File: config.mk
export PLATFORM = sky130hd
export DESIGN_NAME = mine_neighbor_counter
export DESIGN_NICKNAME = d
export VERILOG_FILES = /design/src/sv/mnc_pkg.sv /design/src/sv/mnc_cell.sv /design/src/sv/mnc_window.sv /design/src/sv/mine_neighbor_counter.sv
export SDC_FILE = /design/constraint.sdc
export NUM_CORES = 1
export LEC_CHECK = 0
export ABC_AREA = 1
export BUFFER_PORTS_ARGS = -buffer_cell sky130_fd_sc_hd__buf_2
export CORE_ASPECT_RATIO = 1.25
export CORE_UTILIZATION = 38
export CTS_CLUSTER_SIZE = 14
export DETAILED_ROUTE_END_ITERATION = 12
export PLACE_DENSITY = 0.56
export SYNTH_ARGS = -nofsm -noshare
export SYNTH_HDL_FRONTEND = slang
export SYNTH_SLANG_ARGS = --single-unit
export TNS_END_PERCENT = 50
File: constraint.sdc
create_clock -name clk -period 11.3 [get_ports clk]
set_input_delay 1.695 -clock clk [delete_from_list [all_inputs] [get_ports clk]]
set_output_delay 1.695 -clock clk [all_outputs]
set_load 0.02 [all_outputs]
File: src/sv/mnc_pkg.sv
package mnc_pkg;

	// Line buffer depth and field widths
	localparam int MAX_COLS  = 32;
	localparam int COL_W     = 5;
	localparam int COLS_W    = COL_W + 1;
	localparam int ROW_W     = 10;
	localparam int CFG_W     = 10;
	localparam int CNT_W     = 4;
	localparam int REG_IDX_W = 2;

	// Configuration register indexes
	localparam logic [REG_IDX_W-1:0] REG_FRAME_ROWS = 2'd0;
	localparam logic [REG_IDX_W-1:0] REG_FRAME_COLS = 2'd1;

	// One column of the 3x3 window: rows above, middle, below
	typedef struct packed {
		logic up;
		logic mid;
		logic low;
	} mnc_col_t;

	// Contents of one line buffer cell: two earlier rows at one column
	typedef struct packed {
		logic a;
		logic b;
	} mnc_cell_t;

	// Shift and clear controls for the chain and the window
	typedef struct packed {
		logic shift;
		logic clear;
	} mnc_shift_t;

endpackage

File: src/sv/mnc_cell.sv
module mnc_cell (
	input  logic               clk,
	input  logic               arst_n,
	input  mnc_pkg::mnc_shift_t ctrl,
	input  logic               insert,
	input  mnc_pkg::mnc_cell_t  ins_d,
	input  mnc_pkg::mnc_cell_t  nxt_d,
	output mnc_pkg::mnc_cell_t  q
);
	import mnc_pkg::*;

	mnc_cell_t data_q;

	// Take the neighbor's bits on a shift, or the new column at the insert point; clear zeroes the cell
	always_ff @(posedge clk or negedge arst_n) begin
		if (!arst_n) begin
			data_q <= '0;
		end else if (ctrl.clear) begin
			data_q <= '0;
		end else if (ctrl.shift) begin
			data_q <= insert ? ins_d : nxt_d;
		end
	end

	assign q = data_q;

endmodule

File: src/sv/mnc_window.sv
module mnc_window (
	input  logic                           clk,
	input  logic                           arst_n,
	input  mnc_pkg::mnc_shift_t             ctrl,
	input  mnc_pkg::mnc_col_t               cur,
	output logic                           res_mine,
	output logic [mnc_pkg::CNT_W-1:0]      res_count
);
	import mnc_pkg::*;

	mnc_col_t p1_q;
	mnc_col_t p2_q;
	logic [CNT_W-1:0] sum;

	// Hold the two previous columns; the center column is p1
	always_ff @(posedge clk or negedge arst_n) begin
		if (!arst_n) begin
			p1_q <= '0;
			p2_q <= '0;
		end else if (ctrl.clear) begin
			p1_q <= '0;
			p2_q <= '0;
		end else if (ctrl.shift) begin
			p2_q <= p1_q;
			p1_q <= cur;
		end
	end

	// Count the eight neighbors of the center cell
	always_comb begin
		sum = CNT_W'(p2_q.up) + CNT_W'(p2_q.mid) + CNT_W'(p2_q.low)
			+ CNT_W'(p1_q.up) + CNT_W'(p1_q.low)
			+ CNT_W'(cur.up) + CNT_W'(cur.mid) + CNT_W'(cur.low);
	end

	assign res_mine  = p1_q.mid;
	assign res_count = p1_q.mid ? '0 : sum;

endmodule

File: src/sv/mine_neighbor_counter.sv
// Results: an inner cell (r,c) has its result loaded into the output register at the edge that
// accepts cell (r+1,c+1); a row's last result is loaded from the tail state when the output is free.
// Flow: one cell per cycle inside a row while the output is free; the last cell of a row after
// the first is followed by a tail state for the extra row-end result. The frame's last cell is
// followed by a flush that shifts the line buffer chain once per column of the final row.
// Reset: arst_n clears counters, line buffer and window, and sets both frame registers to 1.
module mine_neighbor_counter (
	input  logic                              clk,
	input  logic                              arst_n,
	input  logic                              cfg_we,
	input  logic [mnc_pkg::REG_IDX_W-1:0]     cfg_index,
	input  logic [mnc_pkg::CFG_W-1:0]         cfg_data,
	input  logic                              in_valid,
	output logic                              in_ready,
	input  logic                              cell_is_mine,
	output logic                              out_valid,
	input  logic                              out_ready,
	output logic                              out_is_mine,
	output logic [mnc_pkg::CNT_W-1:0]         mine_count,
	output logic                              row_end,
	output logic                              frame_end,
	output logic                              last_of_run
);
	import mnc_pkg::*;

	typedef enum logic [2:0] {
		ST_IDLE  = 3'b001,
		ST_TAIL  = 3'b010,
		ST_FLUSH = 3'b100
	} state_t;

	state_t            state_q, state_d;
	logic [ROW_W-1:0]  frame_rows_q;
	logic [COLS_W-1:0] frame_cols_q;
	logic [ROW_W-1:0]  row_q, row_d;
	logic [COL_W-1:0]  col_q, col_d;
	logic [COLS_W-1:0] flush_q, flush_d;
	logic              frame_last_q, frame_last_d;

	logic [COLS_W-1:0] cols_eff;
	logic [COLS_W-1:0] cols_m1;
	logic [COL_W-1:0]  last_col;
	logic [ROW_W-1:0]  rows_eff;
	logic [ROW_W-1:0]  last_row;

	logic              out_free;
	logic              accept;
	logic              row_last;
	logic              first_row;
	logic              frame_last;

	mnc_shift_t        chain_ctrl;
	mnc_shift_t        win_ctrl;
	mnc_cell_t         ins_d;
	mnc_cell_t         cell_q [MAX_COLS];
	mnc_col_t          cur;
	logic              res_mine;
	logic [CNT_W-1:0]  res_count;

	logic              emit;
	logic              emit_row_end;
	logic              emit_frame_end;
	logic              emit_last;

	logic              out_valid_q;
	logic              out_is_mine_q;
	logic [CNT_W-1:0]  mine_count_q;
	logic              row_end_q;
	logic              frame_end_q;
	logic              last_of_run_q;

	// Clamp the frame size: columns to 1..MAX_COLS, rows to at least one; rows need no upper clamp
	always_comb begin
		if (frame_cols_q == '0) begin
			cols_eff = COLS_W'(1);
		end else if (frame_cols_q > COLS_W'(MAX_COLS)) begin
			cols_eff = COLS_W'(MAX_COLS);
		end else begin
			cols_eff = frame_cols_q;
		end
		cols_m1  = cols_eff - COLS_W'(1);
		last_col = cols_m1[COL_W-1:0];
		rows_eff = (frame_rows_q == '0) ? ROW_W'(1) : frame_rows_q;
		last_row = rows_eff - ROW_W'(1);
	end

	assign out_free   = !out_valid_q || out_ready;
	assign in_ready   = (state_q == ST_IDLE) && out_free;
	assign accept     = in_valid && in_ready;
	assign row_last   = (col_q == last_col);
	assign first_row  = (row_q == '0);
	assign frame_last = row_last && (row_q == last_row);

	// Accept cells, sequence row tails and the end-of-frame flush
	always_comb begin
		state_d        = state_q;
		row_d          = row_q;
		col_d          = col_q;
		flush_d        = flush_q;
		frame_last_d   = frame_last_q;
		chain_ctrl     = '0;
		win_ctrl       = '0;
		ins_d          = '0;
		cur            = '0;
		emit           = 1'b0;
		emit_row_end   = 1'b0;
		emit_frame_end = 1'b0;
		emit_last      = 1'b0;
		case (state_q)
			ST_IDLE: begin
				cur   = '{up: cell_q[0].a, mid: cell_q[0].b, low: cell_is_mine};
				ins_d = '{a: cell_q[0].b, b: cell_is_mine};
				if (accept) begin
					chain_ctrl.shift = 1'b1;
					emit      = !first_row && (col_q != '0);
					emit_last = !(row_last && (!first_row || frame_last));
					if (row_last) begin
						col_d        = '0;
						row_d        = frame_last ? '0 : row_q + ROW_W'(1);
						frame_last_d = frame_last;
						if (!first_row) begin
							win_ctrl.shift = 1'b1;
							state_d        = ST_TAIL;
						end else begin
							win_ctrl.clear = 1'b1;
							if (frame_last) begin
								flush_d = '0;
								state_d = ST_FLUSH;
							end
						end
					end else begin
						win_ctrl.shift = 1'b1;
						col_d          = col_q + COL_W'(1);
					end
				end
			end
			ST_TAIL: begin
				if (out_free) begin
					emit           = 1'b1;
					emit_row_end   = 1'b1;
					emit_last      = !frame_last_q;
					win_ctrl.clear = 1'b1;
					if (frame_last_q) begin
						flush_d = '0;
						state_d = ST_FLUSH;
					end else begin
						state_d = ST_IDLE;
					end
				end
			end
			ST_FLUSH: begin
				if (flush_q < cols_eff) begin
					cur = '{up: cell_q[0].a, mid: cell_q[0].b, low: 1'b0};
				end
				if (out_free) begin
					emit           = (flush_q != '0);
					emit_row_end   = (flush_q == cols_eff);
					emit_frame_end = emit_row_end;
					emit_last      = emit_row_end;
					if (flush_q == cols_eff) begin
						chain_ctrl.clear = 1'b1;
						win_ctrl.clear   = 1'b1;
						state_d          = ST_IDLE;
					end else begin
						chain_ctrl.shift = 1'b1;
						win_ctrl.shift   = 1'b1;
						flush_d          = flush_q + COLS_W'(1);
					end
				end
			end
			default: begin
				state_d = ST_IDLE;
			end
		endcase
		// Restart the frame on a write to either frame register
		if (cfg_we && ((cfg_index == REG_FRAME_ROWS) || (cfg_index == REG_FRAME_COLS))) begin
			chain_ctrl.clear = 1'b1;
			win_ctrl.clear   = 1'b1;
			state_d          = ST_IDLE;
			row_d            = '0;
			col_d            = '0;
		end
	end

	// Hold configuration, position and sequencer state
	always_ff @(posedge clk or negedge arst_n) begin
		if (!arst_n) begin
			state_q      <= ST_IDLE;
			frame_rows_q <= ROW_W'(1);
			frame_cols_q <= COLS_W'(1);
			row_q        <= '0;
			col_q        <= '0;
			flush_q      <= '0;
			frame_last_q <= 1'b0;
		end else begin
			state_q      <= state_d;
			row_q        <= row_d;
			col_q        <= col_d;
			flush_q      <= flush_d;
			frame_last_q <= frame_last_d;
			if (cfg_we && (cfg_index == REG_FRAME_ROWS)) begin
				frame_rows_q <= cfg_data[ROW_W-1:0];
			end
			if (cfg_we && (cfg_index == REG_FRAME_COLS)) begin
				frame_cols_q <= cfg_data[COLS_W-1:0];
			end
		end
	end

	// Line buffer: a chain of cells that shifts toward cell 0, fed at the last column
	for (genvar i = 0; i < MAX_COLS; i++) begin : g_chain
		mnc_cell_t nxt;
		if (i == MAX_COLS - 1) begin : g_end
			assign nxt = '0;
		end else begin : g_mid
			assign nxt = cell_q[i+1];
		end
		mnc_cell u_cell (
			.clk    (clk),
			.arst_n (arst_n),
			.ctrl   (chain_ctrl),
			.insert (last_col == COL_W'(i)),
			.ins_d  (ins_d),
			.nxt_d  (nxt),
			.q      (cell_q[i])
		);
	end

	mnc_window u_window (
		.clk       (clk),
		.arst_n    (arst_n),
		.ctrl      (win_ctrl),
		.cur       (cur),
		.res_mine  (res_mine),
		.res_count (res_count)
	);

	// Output register: load on emit, drop when taken
	always_ff @(posedge clk or negedge arst_n) begin
		if (!arst_n) begin
			out_valid_q <= 1'b0;
		end else if (emit) begin
			out_valid_q <= 1'b1;
		end else if (out_ready) begin
			out_valid_q <= 1'b0;
		end
	end

	always_ff @(posedge clk) begin
		if (emit) begin
			out_is_mine_q <= res_mine;
			mine_count_q  <= res_count;
			row_end_q     <= emit_row_end;
			frame_end_q   <= emit_frame_end;
			last_of_run_q <= emit_last;
		end
	end

	assign out_valid   = out_valid_q;
	assign out_is_mine = out_is_mine_q;
	assign mine_count  = mine_count_q;
	assign row_end     = row_end_q;
	assign frame_end   = frame_end_q;
	assign last_of_run = last_of_run_q;

`ifndef NO_ASSERTIONS
	a_flush_bound: assert property (@(posedge clk) disable iff (!arst_n)
		(state_q == ST_FLUSH) |-> (flush_q <= cols_eff))
		else $error("flush counter ran past the frame width");

	a_col_bound: assert property (@(posedge clk) disable iff (!arst_n)
		(state_q == ST_IDLE) |-> (col_q <= last_col))
		else $error("column counter ran past the frame width");

	a_frame_end: assert property (@(posedge clk) disable iff (!arst_n)
		(out_valid && frame_end) |-> (row_end && last_of_run))
		else $error("frame end without row end and last of run");

	a_mine_count: assert property (@(posedge clk) disable iff (!arst_n)
		out_valid |-> ((out_is_mine && (mine_count == '0))
			|| (!out_is_mine && (mine_count <= CNT_W'(8)))))
		else $error("neighbor count out of range");
`endif

endmodule
==> results.sh <==
export IMPL_yosys_warnings=0
export IMPL_place_detailed_instances=1162
export IMPL_final_max_slew_viol_count=0
export IMPL_worst_setup_path_start_kind="input pin"
export IMPL_netlist_area_leader_share_pct=38.5
export IMPL_crit_type="in2out"
export IMPL_fin_crit_ns=4.08
export IMPL_worst_path_buf_inv=2
export IMPL_portBuffers=27
export IMPL_drv_cap=0
export IMPL_clkTransAtPathRegs_ns=0.06
export IMPL_yosysMostFrequentCell="sky130_fd_sc_hd__nand2_1"
export IMPL_grt_pass1_vias=5994
export IMPL_tritoncts="done"
export IMPL_netlist_top_cells_count="sky130_fd_sc_hd__nand2_1 (183), sky130_fd_sc_hd__inv_1 (146), sky130_fd_sc_hd__o21ai_0 (116), sky130_fd_sc_hd__dfrtp_1 (109), sky130_fd_sc_hd__nand3_1 (92)"
export IMPL_synth_largest_area_cell="sky130_fd_sc_hd__dfrtp_1"
export IMPL_drt_wl_total_um=17300
export IMPL_cp_data_arrival_time_ns=2.39
export IMPL_route_vias_total=5972
export IMPL_p_sw_mw=0.640
export IMPL_post_dp_hpwl_um=11600
export IMPL_syn_cell_area_um2=7080
export IMPL_met2_usage_pct=32.2
export IMPL_outcome="finished clean"
export IMPL_cpPeakStageDelay_ns=0.35
export IMPL_final_period_utilization_pct=36.1
export IMPL_mappedNetlistNets=976
export IMPL_fill_cells=1933
export IMPL_worstPathRequired_ns=9.61
export IMPL_setup_viol=0
export IMPL_gr_total_overflow=0
export IMPL_routed_wire_length_per_instance_um=14.5
export IMPL_synth_seq_area_share_pct=43.0
export IMPL_cts_sink_count=120
export IMPL_pwr_share_seq_pct=33.3
export IMPL_critical_path_peak_fanout=5
export IMPL_final_seq_area_um2=3050
export IMPL_post_cts_resize_count=0
export IMPL_ys_async_sr_fraction_pct=93.3
export IMPL_cts_buffer_depth=2
export IMPL_h_tree_depth=4
export IMPL_numCtsBuffers=17
export IMPL_pwr_density_cell_nw_per_um2=210
export IMPL_setup_tns_final_ns=0
export IMPL_route_detailed_drc=0
export IMPL_critical_path_slowest_cell="sky130_fd_sc_hd__nor2_1"
export IMPL_die_width_um=124
export IMPL_cts_root_buf="sky130_fd_sc_hd__clkbuf_16"
export IMPL_met3_usage_pct=3.50
export IMPL_pwr_share_comb_pct=33.1
export IMPL_antenna_left=0
export IMPL_hold_worst_slack_ns=0.514
export IMPL_yosysUniqueCellTypes=46
export IMPL_layout_drive_gt1_share_pct=10.0
export IMPL_core_region_area_um2=18200
export IMPL_rsz0062_at_grt="false"
export IMPL_worstSetupEndpointType="output port"
export IMPL_finalHoldViolCount=0
export IMPL_num_antenna_cells=0
export IMPL_pin_count=28
export IMPL_static_leakage_power_nw=3.82
export IMPL_syn_mean_instance_area_um2=7.59
export IMPL_critical_path_top_cell_by_count="sky130_fd_sc_hd__buf_2"
export IMPL_dr_pass1_iters=5
export IMPL_switching_part_of_the_total_power_pct=38.2
export IMPL_postLayoutSetupSlackWorst_ns=7.22
export IMPL_syn_to_final_growth_pct=12.8
export IMPL_global_route_usage_met1_pct=24.8
export IMPL_globalRouteTotalUtil_pct=19.5
export IMPL_worst_clock_skew_ns=0.0147
export IMPL_wire_length_of_the_first_global_routing_pass_um=29100
export IMPL_floorplan_initialDensity_pct=39.0
export IMPL_clock_insertion_delay_at_the_later_pin_of_the_skew_report_ns=0.43
export IMPL_multi_input_area_um2=3320
export IMPL_postSynthCellCount=933
export IMPL_worstMarginPinSlew_ns=1.20
export IMPL_power_share_clock_pct=33.7
export IMPL_via_per_inst=5.00
export IMPL_floorplan_die_area_um2=19200
export IMPL_fp_dieH_um=155
export IMPL_grt_busiest_layer="met2"
export IMPL_dominantRegCellSynth="sky130_fd_sc_hd__dfrtp_1"
export IMPL_num_rows=55
export IMPL_remaining_max_slew_budget_at_the_tightest_pin_pct=19.7
export IMPL_postCtsSetupRepairBufs=0
export IMPL_drtIter0Drc=358
export IMPL_final_net_count=996
export IMPL_cts_hold_buffers_added=0
export IMPL_cp_cell_sequence="buf_2, nor2_1, nor2_4, buf_2"
export IMPL_worst_path_dominant_cell_family="simple AND/OR/NAND/NOR gates"
export IMPL_synth_seq_cells=120
export IMPL_grt_max_degree=62
export IMPL_ir_worst_vdd_mv=0.105
export IMPL_min_delay_path_class="reg2reg"
export IMPL_routabilityCongestion=0.851
export IMPL_fmax_mhz=245
export IMPL_final_non_filler_cell_total=1194
export IMPL_initial_antenna_violation_count=0
export IMPL_internal_power_mw=1.04
export IMPL_netlist_top_cells_area="sky130_fd_sc_hd__dfrtp_1 (39%), sky130_fd_sc_hd__nand2_1 (9.7%), sky130_fd_sc_hd__o21ai_0 (8.2%)"
export IMPL_post_place_ws_ns=7.07
export IMPL_synth_edff_count=8
-- worst paths after layout --
| kind | slack (ns) | startpoint | to | cells after the start |
|---|---|---|---|---|
| worst min register to register | 0.51 | frame_cols_q[0] | frame_cols_q[0] | 2 |
| min in group asynchronous | 1.37 | arst_n | g_chain[13].u_cell.q[0] | 1 |
| max in group asynchronous | 8.71 | arst_n | g_chain[25].u_cell.q[1] | 2 |
| worst min-delay path | 0.51 | frame_cols_q[0] | frame_cols_q[0] | 2 |
| worst max register to register | 7.22 | frame_cols_q[2] | mine_count[2] | 17 |
| worst max-delay path | 7.22 | out_ready | in_ready | 4 |
-- final cells by class --
class                           count  share of cell area [%]
Multi-Input combinational cell    631                    41.6
Tap cell                          228                    3.57
Inverter                          154                    7.25
Timing Repair Buffer               29                    1.91
Clock buffer                       24                    6.03
Clock inverter                      8                    1.50
Sequential cell                   120                    38.1
-- sequential cells by signal, summed over array words and instances (netlist names) --
register / cells
out_is_mine: 1
frame_end: 1
row_q: 10
frame_cols_q: 6
g_chain.u_cell.q: 64
out_valid: 1
u_window.p1_q: 2
row_end: 1
frame_last_q: 1
state_q: 3
mine_count: 4
flush_q: 6
u_window.p2_q: 3
frame_rows_q: 10
u_window.res_mine: 1
col_q: 5
last_of_run: 1
-- kinds of logic (layout without fill, tap and decap cells) --
family          Yosys count  after routing  share of synthesized area [%]
compound gates          183            183                           13.5
xor+xnor                 20             20                           2.58
fa+ha+maj                25             25                           4.84
buf+inv                 182            215                           10.1
flops                   120            120                           43.0
mux                       3              3                          0.477
simple gates            400            400                           25.5
-- tightest hold or removal path, cell delays in order, from the launching register on --
cell                      delay, ns
sky130_fd_sc_hd__dfstp_2       0.38
sky130_fd_sc_hd__nand2_1       0.06
sky130_fd_sc_hd__o21ai_0       0.07
-- layer usage --
layer	share of wire (%)	routed length, µm	vias to the layer above
li1	-	-	3059
met1	47	8060	2792
met2	49	8410	90
met3	2.4	423	31
met4	2.3	401	0
met5	0	0	-
-- per-stage QoR --
step	instance area (µm²)	utilization, %	power [mW]
6_report	7990	44.0	1.68
5_1_grt	7990	44.0	1.80
4_1_cts	7990	44.0	1.69
3_5_place_dp	7390	40.7	1.12
3_3_place_gp	7390	40.7	1.12
2_1_floorplan	7080	-	0.988
-- cell usage in the layout (no fill, tap or decap), types with 3 or more instances in the layout --
| cell | synthesis | layout |
|---|---|---|
| sky130_fd_sc_hd__inv_2 | 7 | 7 |
| sky130_fd_sc_hd__ha_1 | 21 | 21 |
| sky130_fd_sc_hd__fa_1 | 4 | 4 |
| sky130_fd_sc_hd__o22ai_1 | 4 | 4 |
| sky130_fd_sc_hd__a21oi_1 | 47 | 47 |
| sky130_fd_sc_hd__nor2_1 | 70 | 70 |
| sky130_fd_sc_hd__buf_2 | 5 | 26 |
| sky130_fd_sc_hd__bufinv_16 | 0 | 3 |
| sky130_fd_sc_hd__o21ai_0 | 116 | 116 |
| sky130_fd_sc_hd__edfxtp_1 | 8 | 8 |
| sky130_fd_sc_hd__buf_4 | 6 | 3 |
| sky130_fd_sc_hd__or2_2 | 4 | 4 |
| sky130_fd_sc_hd__clkbuf_1 | 17 | 4 |
| sky130_fd_sc_hd__nand2_1 | 183 | 183 |
| sky130_fd_sc_hd__xnor2_1 | 4 | 4 |
| sky130_fd_sc_hd__nand3_1 | 92 | 92 |
| sky130_fd_sc_hd__clkinv_2 | 1 | 4 |
| sky130_fd_sc_hd__inv_1 | 146 | 146 |
| sky130_fd_sc_hd__nand4_1 | 9 | 9 |
| sky130_fd_sc_hd__mux2_2 | 3 | 3 |
| sky130_fd_sc_hd__clkbuf_8 | 0 | 3 |
| sky130_fd_sc_hd__clkbuf_16 | 0 | 17 |
| sky130_fd_sc_hd__o21ai_1 | 7 | 7 |
| sky130_fd_sc_hd__nor3_1 | 14 | 14 |
| sky130_fd_sc_hd__nand2_2 | 8 | 8 |
| sky130_fd_sc_hd__xor2_1 | 15 | 15 |
| sky130_fd_sc_hd__dfstp_2 | 3 | 3 |
| sky130_fd_sc_hd__dfrtp_1 | 109 | 109 |
-- power by group through the flow --
stage	Combinational (mW)	Clock [mW]	Sequential (mW)
after floorplan	0.432	0	0.556
after global placement	0.554	0	0.564
after detailed placement	0.559	0	0.565
after CTS	0.561	0.573	0.559
after global routing	0.641	0.591	0.568
final	0.554	0.565	0.558
(Power assumes the default switching activity.)
